--- config.mk ---
export PLATFORM = sky130hd
export DESIGN_NAME = commit_header_field_tagger
export DESIGN_NICKNAME = d
export VERILOG_FILES = /design/src/hw/rtl/chftag_pkg.sv /design/src/hw/rtl/chftag_parse.sv /design/src/hw/rtl/chftag_outq.sv /design/src/hw/rtl/commit_header_field_tagger.sv
export SDC_FILE = /design/constraint.sdc
export NUM_CORES = 1
export LEC_CHECK = 0
export BUFFER_PORTS_ARGS = -buffer_cell sky130_fd_sc_hd__buf_4
export CORE_MARGIN = 4
export CORE_UTILIZATION = 44
export CTS_BUF_LIST = sky130_fd_sc_hd__clkbuf_16
export DETAILED_ROUTE_END_ITERATION = 12
export PLACE_DENSITY_LB_ADDON = 0.12
export SETUP_SLACK_MARGIN = 0.5
export SYNTH_ARGS = -nofsm -noshare
export SYNTH_HDL_FRONTEND = slang
export SYNTH_SLANG_ARGS = --single-unit
--- constraint.sdc ---
create_clock -name i_clk -period 6.05 [get_ports i_clk]
set_input_delay 1.21 -clock i_clk [delete_from_list [all_inputs] [get_ports i_clk]]
set_output_delay 1.21 -clock i_clk [all_outputs]
set_load 0.005 [all_outputs]
--- src/hw/rtl/chftag_pkg.sv ---
package chftag_pkg;

    // Characters that drive the header grammar.
    localparam logic [7:0] CH_NL = 8'h0A;
    localparam logic [7:0] CH_SP = 8'h20;
    localparam logic [7:0] CH_LT = 8'h3C;
    localparam logic [7:0] CH_GT = 8'h3E;

    // Field tags.
    localparam logic [3:0] TAG_SEP            = 4'd0;
    localparam logic [3:0] TAG_TREE           = 4'd1;
    localparam logic [3:0] TAG_PARENT         = 4'd2;
    localparam logic [3:0] TAG_AUTHOR_NAME    = 4'd3;
    localparam logic [3:0] TAG_COMMITTER_NAME = 4'd7;
    localparam logic [3:0] TAG_MESSAGE        = 4'd11;

    // Parse status reported with the last byte of an object.
    localparam logic [1:0] ST_OK         = 2'd0;
    localparam logic [1:0] ST_MALFORMED  = 2'd1;
    localparam logic [1:0] ST_NO_MESSAGE = 2'd2;

    // Keyword candidates.
    localparam logic [2:0] KW_NONE      = 3'd0;
    localparam logic [2:0] KW_TREE      = 3'd1;
    localparam logic [2:0] KW_PARENT    = 3'd2;
    localparam logic [2:0] KW_AUTHOR    = 3'd3;
    localparam logic [2:0] KW_COMMITTER = 3'd4;

    // Result queue geometry.
    localparam int OQ_DEPTH = 4;
    localparam int OQ_AW    = $clog2(OQ_DEPTH);
    localparam int OQ_CW    = $clog2(OQ_DEPTH + 1);

    // One tagged result beat.
    typedef struct packed {
        logic [7:0] out_byte;
        logic [3:0] field_tag;
        logic       end_of_object;
        logic [1:0] parse_status;
    } t_result;

    // Up to two results produced by one parsed byte: the held byte, then the final byte.
    typedef struct packed {
        logic    held_en;
        t_result held;
        logic    last_en;
        t_result last;
    } t_push;

    // Length of each keyword in characters.
    function automatic logic [3:0] kw_len(input logic [2:0] cand);
        logic [3:0] len;
        unique case (cand)
            KW_TREE:      len = 4'd4;
            KW_PARENT:    len = 4'd6;
            KW_AUTHOR:    len = 4'd6;
            KW_COMMITTER: len = 4'd9;
            default:      len = 4'd0;
        endcase
        return len;
    endfunction

    // Character at a given position of a keyword; beyond its end it reads as zero.
    function automatic logic [7:0] kw_char(input logic [2:0] cand, input logic [3:0] pos);
        logic [71:0] txt;
        logic [71:0] sh;
        unique case (cand)
            KW_TREE:      txt = {"tree", 40'h0};
            KW_PARENT:    txt = {"parent", 24'h0};
            KW_AUTHOR:    txt = {"author", 24'h0};
            KW_COMMITTER: txt = "committer";
            default:      txt = '0;
        endcase
        sh = txt << {pos, 3'b000};
        return sh[71:64];
    endfunction

endpackage

--- src/hw/rtl/chftag_parse.sv ---
module chftag_parse (
    input  logic                i_clk,
    input  logic                i_rst_n,
    input  logic                i_step,
    input  logic [7:0]          i_byte,
    input  logic                i_final,
    output chftag_pkg::t_push   o_push
);
    import chftag_pkg::*;

    typedef enum logic [10:0] {
        PH_LINE_START   = 11'b000_0000_0001,
        PH_KEYWORD      = 11'b000_0000_0010,
        PH_TREE         = 11'b000_0000_0100,
        PH_PARENT       = 11'b000_0000_1000,
        PH_NAME         = 11'b000_0001_0000,
        PH_EMAIL        = 11'b000_0010_0000,
        PH_SKIP_EMAIL   = 11'b000_0100_0000,
        PH_DATE         = 11'b000_1000_0000,
        PH_ZONE         = 11'b001_0000_0000,
        PH_SKIP_UNKNOWN = 11'b010_0000_0000,
        PH_MESSAGE      = 11'b100_0000_0000
    } t_phase;

    t_phase     r_phase, n_phase;
    logic [3:0] r_kpos, n_kpos;
    logic [2:0] r_kcand, n_kcand;
    logic       r_mal, n_mal;
    logic       r_msg, n_msg;
    logic [7:0] r_held_byte;
    logic [3:0] r_held_tag;
    logic       r_held_valid;

    logic [3:0] tag;
    logic [3:0] person_base;
    logic       retag;
    logic       kw_known;
    logic       open_line;
    logic [1:0] status;

    assign person_base = (r_kcand == KW_COMMITTER) ? TAG_COMMITTER_NAME : TAG_AUTHOR_NAME;
    assign kw_known    = (r_kcand != KW_NONE);

    // Next parse state and the tag of the incoming byte.
    always_comb begin
        n_phase = r_phase;
        n_kpos  = r_kpos;
        n_kcand = r_kcand;
        n_mal   = r_mal;
        n_msg   = r_msg;
        tag     = TAG_SEP;
        retag   = 1'b0;
        unique case (r_phase)
            PH_LINE_START: begin
                if (i_byte == CH_NL) begin
                    n_phase = PH_MESSAGE;
                end else if (i_byte == CH_SP) begin
                    n_phase = PH_SKIP_UNKNOWN;
                end else begin
                    n_kcand = (i_byte == "t") ? KW_TREE :
                              (i_byte == "p") ? KW_PARENT :
                              (i_byte == "a") ? KW_AUTHOR :
                              (i_byte == "c") ? KW_COMMITTER : KW_NONE;
                    n_kpos  = 4'd1;
                    n_phase = PH_KEYWORD;
                end
            end
            PH_KEYWORD: begin
                if (i_byte == CH_NL) begin
                    n_mal   = 1'b1;
                    n_phase = PH_LINE_START;
                end else if (i_byte == CH_SP) begin
                    if (kw_known && r_kpos == kw_len(r_kcand)) begin
                        n_phase = (r_kcand == KW_TREE)   ? PH_TREE :
                                  (r_kcand == KW_PARENT) ? PH_PARENT : PH_NAME;
                    end else begin
                        n_phase = PH_SKIP_UNKNOWN;
                    end
                end else if (kw_known && r_kpos < kw_len(r_kcand) &&
                             i_byte == kw_char(r_kcand, r_kpos)) begin
                    n_kpos = r_kpos + 4'd1;
                end else begin
                    n_kcand = KW_NONE;
                end
            end
            PH_TREE, PH_PARENT: begin
                if (i_byte == CH_NL) begin
                    n_phase = PH_LINE_START;
                end else begin
                    tag = (r_phase == PH_TREE) ? TAG_TREE : TAG_PARENT;
                end
            end
            PH_NAME: begin
                if (i_byte == CH_LT) begin
                    // The byte before '<' is waiting in the hold stage: make it a separator.
                    retag   = r_held_valid;
                    n_phase = PH_EMAIL;
                end else if (i_byte == CH_NL) begin
                    n_mal   = 1'b1;
                    n_phase = PH_LINE_START;
                end else begin
                    tag = person_base;
                end
            end
            PH_EMAIL: begin
                if (i_byte == CH_GT) begin
                    n_phase = PH_SKIP_EMAIL;
                end else if (i_byte == CH_NL) begin
                    n_mal   = 1'b1;
                    n_phase = PH_LINE_START;
                end else begin
                    tag = person_base + 4'd1;
                end
            end
            PH_SKIP_EMAIL: begin
                n_phase = PH_DATE;
            end
            PH_DATE: begin
                if (i_byte == CH_SP) begin
                    n_phase = PH_ZONE;
                end else if (i_byte == CH_NL) begin
                    n_mal   = 1'b1;
                    n_phase = PH_LINE_START;
                end else begin
                    tag = person_base + 4'd2;
                end
            end
            PH_ZONE: begin
                if (i_byte == CH_NL) begin
                    n_phase = PH_LINE_START;
                end else begin
                    tag = person_base + 4'd3;
                end
            end
            PH_SKIP_UNKNOWN: begin
                n_phase = PH_MESSAGE;
            end
            default: begin
                n_phase = PH_MESSAGE;
                n_msg   = 1'b1;
                tag     = TAG_MESSAGE;
            end
        endcase
    end

    // Status of an object that ends with this byte; malformed wins over no message.
    assign open_line = !(n_phase == PH_LINE_START || n_phase == PH_MESSAGE ||
                         n_phase == PH_SKIP_UNKNOWN);
    assign status    = (n_mal || open_line) ? ST_MALFORMED :
                       (n_msg ? ST_OK : ST_NO_MESSAGE);

    // Results of this byte: the held byte first, then the final byte itself.
    always_comb begin
        o_push.held_en              = i_step && r_held_valid;
        o_push.held.out_byte        = r_held_byte;
        o_push.held.field_tag       = retag ? TAG_SEP : r_held_tag;
        o_push.held.end_of_object   = 1'b0;
        o_push.held.parse_status    = ST_OK;
        o_push.last_en              = i_step && i_final;
        o_push.last.out_byte        = i_byte;
        o_push.last.field_tag       = tag;
        o_push.last.end_of_object   = 1'b1;
        o_push.last.parse_status    = status;
    end

    // Parser state; the final byte returns everything to the line start.
    always_ff @(posedge i_clk) begin
        if (!i_rst_n) begin
            r_phase      <= PH_LINE_START;
            r_kpos       <= '0;
            r_kcand      <= KW_NONE;
            r_mal        <= 1'b0;
            r_msg        <= 1'b0;
            r_held_valid <= 1'b0;
        end else if (i_step) begin
            if (i_final) begin
                r_phase      <= PH_LINE_START;
                r_kpos       <= '0;
                r_kcand      <= KW_NONE;
                r_mal        <= 1'b0;
                r_msg        <= 1'b0;
                r_held_valid <= 1'b0;
            end else begin
                r_phase      <= n_phase;
                r_kpos       <= n_kpos;
                r_kcand      <= n_kcand;
                r_mal        <= n_mal;
                r_msg        <= n_msg;
                r_held_valid <= 1'b1;
            end
        end
    end

    // Hold stage payload.
    always_ff @(posedge i_clk) begin
        if (i_step && !i_final) begin
            r_held_byte <= i_byte;
            r_held_tag  <= tag;
        end
    end

endmodule

--- src/hw/rtl/chftag_outq.sv ---
module chftag_outq (
    input  logic                  i_clk,
    input  logic                  i_rst_n,
    input  chftag_pkg::t_push     i_push,
    output logic                  o_space,
    output logic                  o_valid,
    input  logic                  i_ready,
    output chftag_pkg::t_result   o_result
);
    import chftag_pkg::*;

    t_result           r_mem [OQ_DEPTH];
    logic [OQ_AW-1:0]  r_wr, r_rd;
    logic [OQ_CW-1:0]  r_cnt;
    logic [OQ_AW-1:0]  last_addr;
    logic [1:0]        push_cnt;
    logic              pop;

    assign push_cnt  = {1'b0, i_push.held_en} + {1'b0, i_push.last_en};
    assign pop       = o_valid && i_ready;
    assign last_addr = i_push.held_en ? r_wr + OQ_AW'(1) : r_wr;

    // Room for a full pair of results, whatever the consumer does this cycle.
    assign o_space  = (r_cnt <= OQ_CW'(OQ_DEPTH - 2));
    assign o_valid  = (r_cnt != '0);
    assign o_result = r_mem[r_rd];

    // Queue storage: held byte first, final byte after it.
    always_ff @(posedge i_clk) begin
        if (i_push.held_en) begin
            r_mem[r_wr] <= i_push.held;
        end
        if (i_push.last_en) begin
            r_mem[last_addr] <= i_push.last;
        end
    end

    // Pointers and fill level.
    always_ff @(posedge i_clk) begin
        if (!i_rst_n) begin
            r_wr  <= '0;
            r_rd  <= '0;
            r_cnt <= '0;
        end else begin
            r_wr  <= r_wr + OQ_AW'(push_cnt);
            r_rd  <= r_rd + OQ_AW'(pop);
            r_cnt <= r_cnt + OQ_CW'(push_cnt) - OQ_CW'(pop);
        end
    end

endmodule

--- src/hw/rtl/commit_header_field_tagger.sv ---
// Path: a byte passes the input register, then waits in the hold stage until the following byte is taken,
// and is then written to the output queue; the last byte of an object goes from the input register
// straight into the queue, behind its held predecessor when there is one.
// Throughput: one byte per cycle while the consumer takes every beat; the four-entry output
// queue absorbs the extra beat of a final byte, so only output back-pressure stalls the input.
// Reset: synchronous, active low; clears the parser, the hold stage and the queue at once.
module commit_header_field_tagger (
    input  logic       i_clk,
    input  logic       i_rst_n,
    input  logic       i_in_valid,
    output logic       o_in_ready,
    input  logic [7:0] i_data_byte,
    input  logic       i_final_byte,
    output logic       o_out_valid,
    input  logic       i_out_ready,
    output logic [7:0] o_out_byte,
    output logic [3:0] o_field_tag,
    output logic       o_end_of_object,
    output logic [1:0] o_parse_status
);
    import chftag_pkg::*;

    logic       r_in_valid;
    logic [7:0] r_in_byte;
    logic       r_in_final;
    logic       q_space;
    logic       advance;
    t_push      push;
    t_result    result;

    assign advance    = r_in_valid && q_space;
    assign o_in_ready = !r_in_valid || advance;

    // Input register: takes a beat whenever it is empty or the stored one moves on.
    always_ff @(posedge i_clk) begin
        if (!i_rst_n) begin
            r_in_valid <= 1'b0;
        end else if (o_in_ready) begin
            r_in_valid <= i_in_valid;
        end
    end

    always_ff @(posedge i_clk) begin
        if (o_in_ready && i_in_valid) begin
            r_in_byte  <= i_data_byte;
            r_in_final <= i_final_byte;
        end
    end

    chftag_parse u_parse (
        .i_clk   (i_clk),
        .i_rst_n (i_rst_n),
        .i_step  (advance),
        .i_byte  (r_in_byte),
        .i_final (r_in_final),
        .o_push  (push)
    );

    chftag_outq u_outq (
        .i_clk    (i_clk),
        .i_rst_n  (i_rst_n),
        .i_push   (push),
        .o_space  (q_space),
        .o_valid  (o_out_valid),
        .i_ready  (i_out_ready),
        .o_result (result)
    );

    assign o_out_byte      = result.out_byte;
    assign o_field_tag     = result.field_tag;
    assign o_end_of_object = result.end_of_object;
    assign o_parse_status  = result.parse_status;

endmodule

==> reports/qor.csv, run 1 <==
metric,value,unit
status,finished clean,
critPathCaptureType,output port,
antenna_found_initial,0,
io_pins,30,
crit_type,flop to output port,
worst_setup_path_start_kind,flop,
grt_usage,0.193,
synth_top_area_cell,edfxtp_1,
grt_pass1_vias,4645,
cts_root_buffer,clkbuf_16,
max_clock_freq,295,MHz
synth-async-reset-ratio,0,
cp.required,4.84,ns
cts_resized,0,
synth_area,6580,µm²
clock-sinks,110,
p_leak,2.45,nW
tightest_slew,1.08,ns
die_w,130,µm
synth_fp_nets,697,
intPower,0.00136,W
grt_max_degree,30,
rsz0062_at_grt,false,
register_area,2970,µm²
final_util,0.484,
drive_gt1_frac,0.137,
io_buffers,29,
grt_pass1_wl,25.4,mm
start_util,0.451,
coreArea,14600,µm²
ys_types,81,
ys_seq_area_frac,0.452,
htree_levels,3,
routed_via_density,5.90,
routed_wl,15.9,mm
dp_hpwl,11.3,mm
netlist.area_leader.share,0.351,
power_density,271,nW/µm²
clk_latency,0.36,ns
n_antenna_cell,0,
clk_pin_slew,0.08,ns
regToRegSetupSlack,2.71,ns
clockPowerShare,0.293,
swShare,0.291,
comb_power_share,0.211,
slew_violations,0,
hold_class,flop to flop,
multi_input_area,3270,µm²
synth_flop_cell,edfxtp_1,
avgSynthCellArea,9.86,µm²
routedWlPerCell,18.7,µm
chipHeight,130,µm
holdBufCountCts,0,
via_count,5002,
cts_tree,done,
firstDrtPassIters,5,
row_count,44,
whs,0.457,ns
drc,0,
slew_headroom,0.276,
synthCells,668,
ant_nets,0,
cap_violations,0,
post_cts_buffers,0,
setup_viol_count_final,0,
ys_ff_latch,110,
syn_to_final_growth,7.30,%
finalHoldViolations,0,
fill_cells,1312,
peakVddDrop,0.000121,V
ys_top_cells_by_area,"edfxtp_1 (35%), dfxtp_1 (10%), nand2_1 (6.6%)",
total_power,0.00192,W
dr.first_iter.drc_count,405,
yosysWarnings,0,
min_period_over_period,0.560,
nets,688,
crit_fanout,16,
gp_congestion,0.907,
globalRouteOverflowTotal,0,
timing.setup.tns,0,ns
p_sw,0.000558,W
finalCriticalPeriod,3.39,ns
crit_arrival,2.18,ns
synth_edf_count,77,
p_seq_frac,0.495,
cts_buffers,9,
die-area,17000,µm²
cts_buffer_depth,2,
fin_worst_skew,0.0105,ns
## synth_stat cells, types with 2 or more instances
| cell | number |
|---|---|
| buf_4 | 8 |
| a21oi_1 | 25 |
| or3_1 | 6 |
| nand2b_1 | 10 |
| o21a_1 | 5 |
| xor2_1 | 5 |
| xnor2_1 | 10 |
| clkbuf_1 | 18 |
| o211a_1 | 2 |
| a21o_1 | 8 |
| o211ai_1 | 2 |
| ha_1 | 15 |
| buf_1 | 6 |
| o21bai_1 | 4 |
| and3_1 | 6 |
| nor3_1 | 17 |
| nor4b_1 | 6 |
| nand4_1 | 12 |
| nor3b_1 | 4 |
| a22oi_1 | 5 |
| a32o_1 | 2 |
| and2_1 | 20 |
| inv_1 | 15 |
| mux4_2 | 15 |
| buf_6 | 4 |
| nor4_2 | 2 |
| o21ai_0 | 47 |
| nand2_1 | 116 |
| dfxtp_1 | 33 |
| nor3_4 | 2 |
| edfxtp_1 | 77 |
| nor4_1 | 7 |
| nor2_1 | 41 |
| buf_2 | 16 |
| a31o_1 | 2 |
| nand3_1 | 17 |
| o31ai_1 | 19 |
| nor2b_1 | 10 |
| and4_1 | 2 |
| a211o_1 | 3 |
| a31oi_1 | 3 |
| and3_4 | 2 |
## final timing paths
path                                    startpoint             endpoint  cells after the start
worst max-delay path                u_outq.r_rd[0]        o_out_byte[7]                      2
worst min-delay path            u_outq.r_mem[3][2]   u_outq.r_mem[3][2]                      1
worst max register to register     u_outq.r_cnt[1]  u_outq.r_mem[2][13]                      7
worst min register to register  u_outq.r_mem[3][2]   u_outq.r_mem[3][2]                      1
## critical path, stage by stage, from the launching register on
cell and delay (ns):
dfxtp_1 1.03, mux4_2 0.63, buf_4 0.15
## final cells by class
cell class / instances / share of cell area
inverter: 17 / 0.00939
tap: 184 / 0.0326
clock buffer: 9 / 0.0319
multi-input combinational: 488 / 0.463
sequential: 110 / 0.421
timing repair buffer: 33 / 0.0351
clock inverter: 7 / 0.00691
## per-stage QoR
stage | instances | cell area, µm² | worst slack, ns
after floorplan | 668 | 6580 | 3.07
after global placement | 832 | 6790 | 2.87
after detailed placement | 832 | 6790 | 2.67
after CTS | 848 | 7060 | 2.54
after global routing | 848 | 7060 | 2.35
final | 848 | 7060 | 2.66
## cell usage in the layout, fill, tap and decap left out, types with 10 or more instances in the layout
cell type and count:
edfxtp_1 77, ha_1 15, nand2_1 116, mux4_2 15
and2_1 20, o21ai_0 45, o31ai_1 19, inv_1 15
nor2_1 41, nor2b_1 10, nand4_1 12, nand3_1 17
buf_4 33, a21oi_1 24, nand2b_1 10, dfxtp_1 33
nor3_1 17, xnor2_1 10
## logic make-up (layout without fill, tap and decap cells)
family                   count (synthesis)  after routing  share of synthesized area
buffers and inverters                   70             66                     0.0530
multiplexers                            16             16                     0.0534
AO/OA/AOI/OAI                          148            148                      0.156
adder cells (fa/ha/maj)                 16             16                     0.0315
XOR/XNOR                                15             15                     0.0200
AND/OR/NAND/NOR                        293            293                      0.234
flip-flops                             110            110                      0.452
## power groups by stage
stage	combinational, W	sequential, W	clock (W)
2_1_floorplan	0.000321	0.000902	0
3_3_place_gp	0.000406	0.000968	0
3_5_place_dp	0.000409	0.000971	0
4_1_cts	0.000411	0.000953	0.000579
5_1_grt	0.000449	0.000965	0.000608
6_report	0.000406	0.000950	0.000562
## layer usage
| layer | wire length (µm) | part of all wire | global-route usage | up-vias |
|---|---|---|---|---|
| met5 | 0 | 0 | 0 | - |
| met4 | 195 | 0.012 | 0.0532 | 0 |
| met3 | 742 | 0.047 | 0.0299 | 14 |
| met2 | 7710 | 0.49 | 0.323 | 142 |
| met1 | 7240 | 0.46 | 0.262 | 2418 |
| li1 | - | - | - | 2428 |
## sequential cells by signal, summed over array words and instances (netlist names)
signal / flops
r_in_byte: 8
r_in_final: 1
r_in_valid: 1
u_outq.r_cnt: 3
u_outq.r_mem: 60
u_outq.r_rd: 2
u_outq.r_wr: 2
u_parse.r_held_byte: 8
u_parse.r_held_tag: 4
u_parse.r_held_valid: 1
u_parse.r_kcand: 3
u_parse.r_kpos: 4
u_parse.r_mal: 1
u_parse.r_msg: 1
u_parse.r_phase: 11
Note: power is estimated with default switching activity, not from simulation.
==> run 2, diff against run 1 <==
==> constraint.sdc (replaced) <==
create_clock -name i_clk -period 3.3 [get_ports i_clk]
set_input_delay 0.66 -clock i_clk [delete_from_list [all_inputs] [get_ports i_clk]]
set_output_delay 0.66 -clock i_clk [all_outputs]
set_load 0.005 [all_outputs]
==> reports/qor.csv, run 2 (same netlist as run 1, synthesis figures left out) <==
metric,value,unit
routed_wl,16.8,mm
globalRouteOverflowTotal,0,
cp.required,3.40,ns
via_count,5175,
cap_violations,0,
holdBufCountCts,0,
cts_root_buffer,clkbuf_16,
peakVddDrop,0.000234,V
drc,0,
start_util,0.451,
largest_reg_flops,60,
finalHoldViolations,0,
chipHeight,130,µm
routedWlPerCell,19.2,µm
power_density,489,nW/µm²
clockPowerShare,0.288,
nets,718,
drive_gt1_frac,0.197,
cts_buffers,9,
finalCriticalPeriod,2.72,ns
regMostFlops,u_outq.r_mem,
p_leak,2.62,nW
crit_fanout,8,
clock-sinks,110,
clk_pin_slew,0.07,ns
p_seq_frac,0.463,
swShare,0.295,
min_period_over_period,0.825,
mostFrequentLayoutCell,nand2_1,
firstDrtPassIters,5,
ant_nets,0,
status,finished clean,
p_sw,0.00106,W
antenna_found_initial,0,
row_count,44,
crit_arrival,2.82,ns
layout_setup_ws,0.576,ns
die-area,17000,µm²
worstPathCellList,"nor3_4, and3_4, nand3_1, o41ai_1, nor2_1, nand4bb_4, nor4b_1",
critPathCaptureType,flop,
worst_setup_path_start_kind,flop,
coreArea,14600,µm²
clk_latency,0.36,ns
comb_power_share,0.249,
io_pins,30,
slew_headroom,0.403,
gp_congestion,0.931,
grt_pass1_wl,27.3,mm
dp_hpwl,11.8,mm
timing.setup.tns,0,ns
final_cell_mix,"nand2_1 (113), edfxtp_1 (77), buf_4 (61)",
grt_usage,0.207,
die_w,130,µm
n_antenna_cell,0,
intPower,0.00254,W
cpPeakStageDelay,0.74,ns
htree_levels,3,
cts_tree,done,
max_clock_freq,367,MHz
top_regs,"u_outq.r_mem (60), u_parse.r_phase (11)",
dr.first_iter.drc_count,481,
syn_to_final_growth,11.9,%
crit_path_top_delay_cell,o41ai_1,
tightest_slew,0.894,ns
slew_violations,0,
hold_class,flop to flop,
pre_cts_ws,0.498,ns
io_buffers,29,
grt_pass1_vias,5136,
routed_via_density,5.89,
cts_buffer_depth,2,
grt_max_degree,30,
fin_worst_skew,0.00859,ns
crit_type,flop to flop,
setup_viol_count_final,0,
rsz0062_at_grt,false,
## run 2: cell types whose count changed in the layout (fill, tap and decap cells not counted), moves of 2 or more
cell     change
buf_4       +28
dfxtp_1      -4
dfxtp_2      +4
inv_1        -2
nand2_1      -3
nand2_2      +3
nor2b_1      -2
o21ai_1      +3
o21ai_2      -2
## run 2: timing repair
item,CTS,global route
buffers inserted,0,11
gates cloned,0,0
setup endpoints to repair,1,16
gates resized for setup,1,24
pin swaps,0,4
hold endpoints to repair,0,0
## run 2: area by class of cell
type                    instances  area, µm²
repair buffers                 63        489
flip-flops and latches        110       2980
well taps                     184        230
multi-input cells             488       3330
inverters                      17       68.8
clock buffers                   9        225
clock inverters                 7       47.5
fillers                      1326       7220
## run 2: stage by stage
step	std cells	hold WS (ns)	area (µm²)	total power, W	util
after floorplan	668	0.421	6580	0.00224	-
after global placement	851	0.432	6940	0.00255	0.476
after detailed placement	851	0.434	6940	0.00257	0.476
after CTS	867	0.457	7210	0.00360	0.494
after global routing	878	0.463	7370	0.00380	0.505
final	878	0.452	7370	0.00360	0.505
## run 2: worst paths after layout
| kind | startpoint | to | slack, ns | cells past startpoint |
|---|---|---|---|---|
| setup / recovery | u_parse.r_phase[8] | u_outq.r_mem[0][1] | 0.58 | 7 |
| hold / removal | u_outq.r_mem[2][2] | u_outq.r_mem[2][2] | 0.45 | 1 |
| setup reg to reg | u_parse.r_phase[8] | u_outq.r_mem[0][1] | 0.58 | 7 |
| hold reg to reg | u_outq.r_mem[2][2] | u_outq.r_mem[2][2] | 0.45 | 1 |
## run 2: worst max-delay path: cells and delay by family (launching register included)
family,cells,cell delay (ns)
simple gates,6,1.30
compound gates,1,0.74
flops,1,0.42
## run 2: routing by layer
layer,wire length [µm],GRT usage,share of wire
met3,751,0.0336,0.045
met4,265,0.0703,0.016
met5,0,0,0
met2,8350,0.348,0.50
met1,7450,0.274,0.44
## run 2: power by group through the flow
stage | logic (W) | clock network, W | registers (W)
after global routing | 0.00100 | 0.00112 | 0.00168
after floorplan | 0.000588 | 0 | 0.00165
after CTS | 0.000870 | 0.00106 | 0.00167
final | 0.000896 | 0.00104 | 0.00167
after global placement | 0.000853 | 0 | 0.00170
after detailed placement | 0.000865 | 0 | 0.00170
==> run 3, diff against run 2 <==
==> constraint.sdc (replaced) <==
create_clock -name i_clk -period 2.55 [get_ports i_clk]
set_input_delay 0.51 -clock i_clk [delete_from_list [all_inputs] [get_ports i_clk]]
set_output_delay 0.51 -clock i_clk [all_outputs]
set_load 0.005 [all_outputs]
==> reports/qor.csv, run 3 (same netlist as run 1, synthesis figures left out) <==
metric,value,unit
status,finished clean,
via_count,5620,
routedWlPerCell,20.2,µm
dp_hpwl,13.0,mm
peakVddDrop,0.000298,V
dr_wl_met2,10.0,mm
hp-start,i_data_byte[7],
row_count,44,
multi_input_area,3910,µm²
holdBufCountCts,0,
cts_buffers,9,
n_antenna_cell,0,
clk_pin_slew,0.08,ns
power_density,600,nW/µm²
place_area,7500,µm²
worstPathCellList,"or3b_4, buf_6, o41ai_4, o21ai_2, mux2i_2, a2111oi_4, nand3_2, or3_1, o211ai_1",
cp.required,2.83,ns
instances_no_fill,958,
whs,0.319,ns
ant_nets,0,
grt_pass1_wl,29.2,mm
crit_type,flop to flop,
htree_levels,3,
top_regs,"u_outq.r_mem (60), u_parse.r_phase (11)",
dp_cells,903,
r2r_cells,9,
drc,0,
finalHoldViolations,0,
clk_latency,0.36,ns
gp_congestion,0.920,
grt_usage,0.226,
tightest_slew,0.506,ns
worst_setup_path_start_kind,flop,
grt_pass1_vias,5404,
crit_fanout,5,
total_power,0.00528,W
drive_gt1_frac,0.388,
critPathCaptureType,flop,
routed_wl,19.4,mm
reg2reg_to,u_parse.r_kpos[1],
cts_root_buffer,clkbuf_16,
hold_class,input port to flop,
final_cell_mix,"nand2_1 (105), buf_4 (105), edfxtp_1 (77)",
routed_via_density,5.87,
crit_arrival,2.83,ns
finalCriticalPeriod,2.55,ns
rsz0062_at_grt,true,
regMostFlops,u_outq.r_mem,
cap_violations,0,
globalRouteOverflowTotal,0,
slew_violations,0,
wl_met1,7.95,mm
die_w,130,µm
p_leak,3.18,nW
final_cell_area,8790,µm²
io_pins,30,
syn_to_final_growth,33.4,%
top_layer,met4,
antenna_found_initial,0,
fin_worst_skew,0.0111,ns
cts_tree,done,
fill_cells,1181,
clock-sinks,110,
register_area,2990,µm²
cts_buffer_depth,2,
wl_met3,938,µm
start_util,0.451,
setup_viol_count_final,0,
die-area,17000,µm²
grt_max_degree,28,
coreArea,14600,µm²
nets,798,
chipHeight,130,µm
max_clock_freq,393,MHz
dr.first_iter.drc_count,409,
min_period_over_period,0.999,
regToRegStartpoint,u_parse.r_kcand[2],
firstDrtPassIters,7,
hold_depth,1,
io_buffers,29,
crit_path_top_delay_cell,or3b_4,
regToRegSetupSlack,0.003,ns
slew_headroom,0.663,
whs_endpoint,r_in_byte[7],
largest_reg_flops,60,
cpPeakStageDelay,0.45,ns
==> run 3: worst max-delay path: cells and delay by family (launching register included) <==
kind | cells | cell delay (ns)
multiplexers | 1 | 0.17
flip-flops | 1 | 0.34
buffers and inverters | 1 | 0.15
AO/OA/AOI/OAI | 4 | 0.79
AND/OR/NAND/NOR | 3 | 1.02
==> run 3: power breakdown <==
part           switching (W)  internal, W
registers           0.000109      0.00205
clock network       0.000682     0.000767
logic               0.000777     0.000886
==> run 3: routing by layer <==
layer | GRT usage | vias up
li1 | - | 2653
met1 | 0.274 | 2729
met2 | 0.406 | 197
met3 | 0.0344 | 41
met4 | 0.0795 | 0
met5 | 0 | -
==> run 3: how the worst max path moves through the flow <==
stage | endpoint | start | slack (ns) | cells past startpoint
after floorplan | u_parse.r_kpos[1] | u_parse.r_kcand[2] | 0.15 | 13
after global placement | u_parse.r_kcand[2] | u_parse.r_kcand[2] | 0.02 | 12
after detailed placement | u_outq.r_mem[0][1] | r_in_byte[3] | -0.10 | 7
after CTS | u_outq.r_mem[1][1] | r_in_byte[0] | 0.04 | 7
after global routing | u_outq.r_mem[2][1] | r_in_byte[6] | -0.1 | 8
final | u_parse.r_kpos[1] | u_parse.r_kcand[2] | 0.003 | 9
==> run 3: cell type report <==
type / count / share of cell area
sequential: 110 / 0.340
clock inverter: 7 / 0.00812
clock buffer: 9 / 0.0256
inverter: 17 / 0.00869
multi-input combinational: 491 / 0.445
timing repair buffer: 140 / 0.146
tap: 184 / 0.0262
==> run 3: stage by stage <==
stage                     setup TNS, ns   util  worst slack (ns)
after global routing             -0.916  0.602           -0.0991
after detailed placement         -0.385  0.514            -0.103
after floorplan                       0      -             0.148
after CTS                             0  0.563            0.0408
after global placement                0  0.514            0.0178
final                                 0  0.602           0.00337
==> run 3: timing repair <==
action                                  4_1_cts  5_1_grt
setup buffers                                15       18
endpoints found under the hold margin         0        0
gates cloned                                  3        3
pin swaps                                    28       27
endpoints found under the setup margin      133      134
resized for setup                            59       87
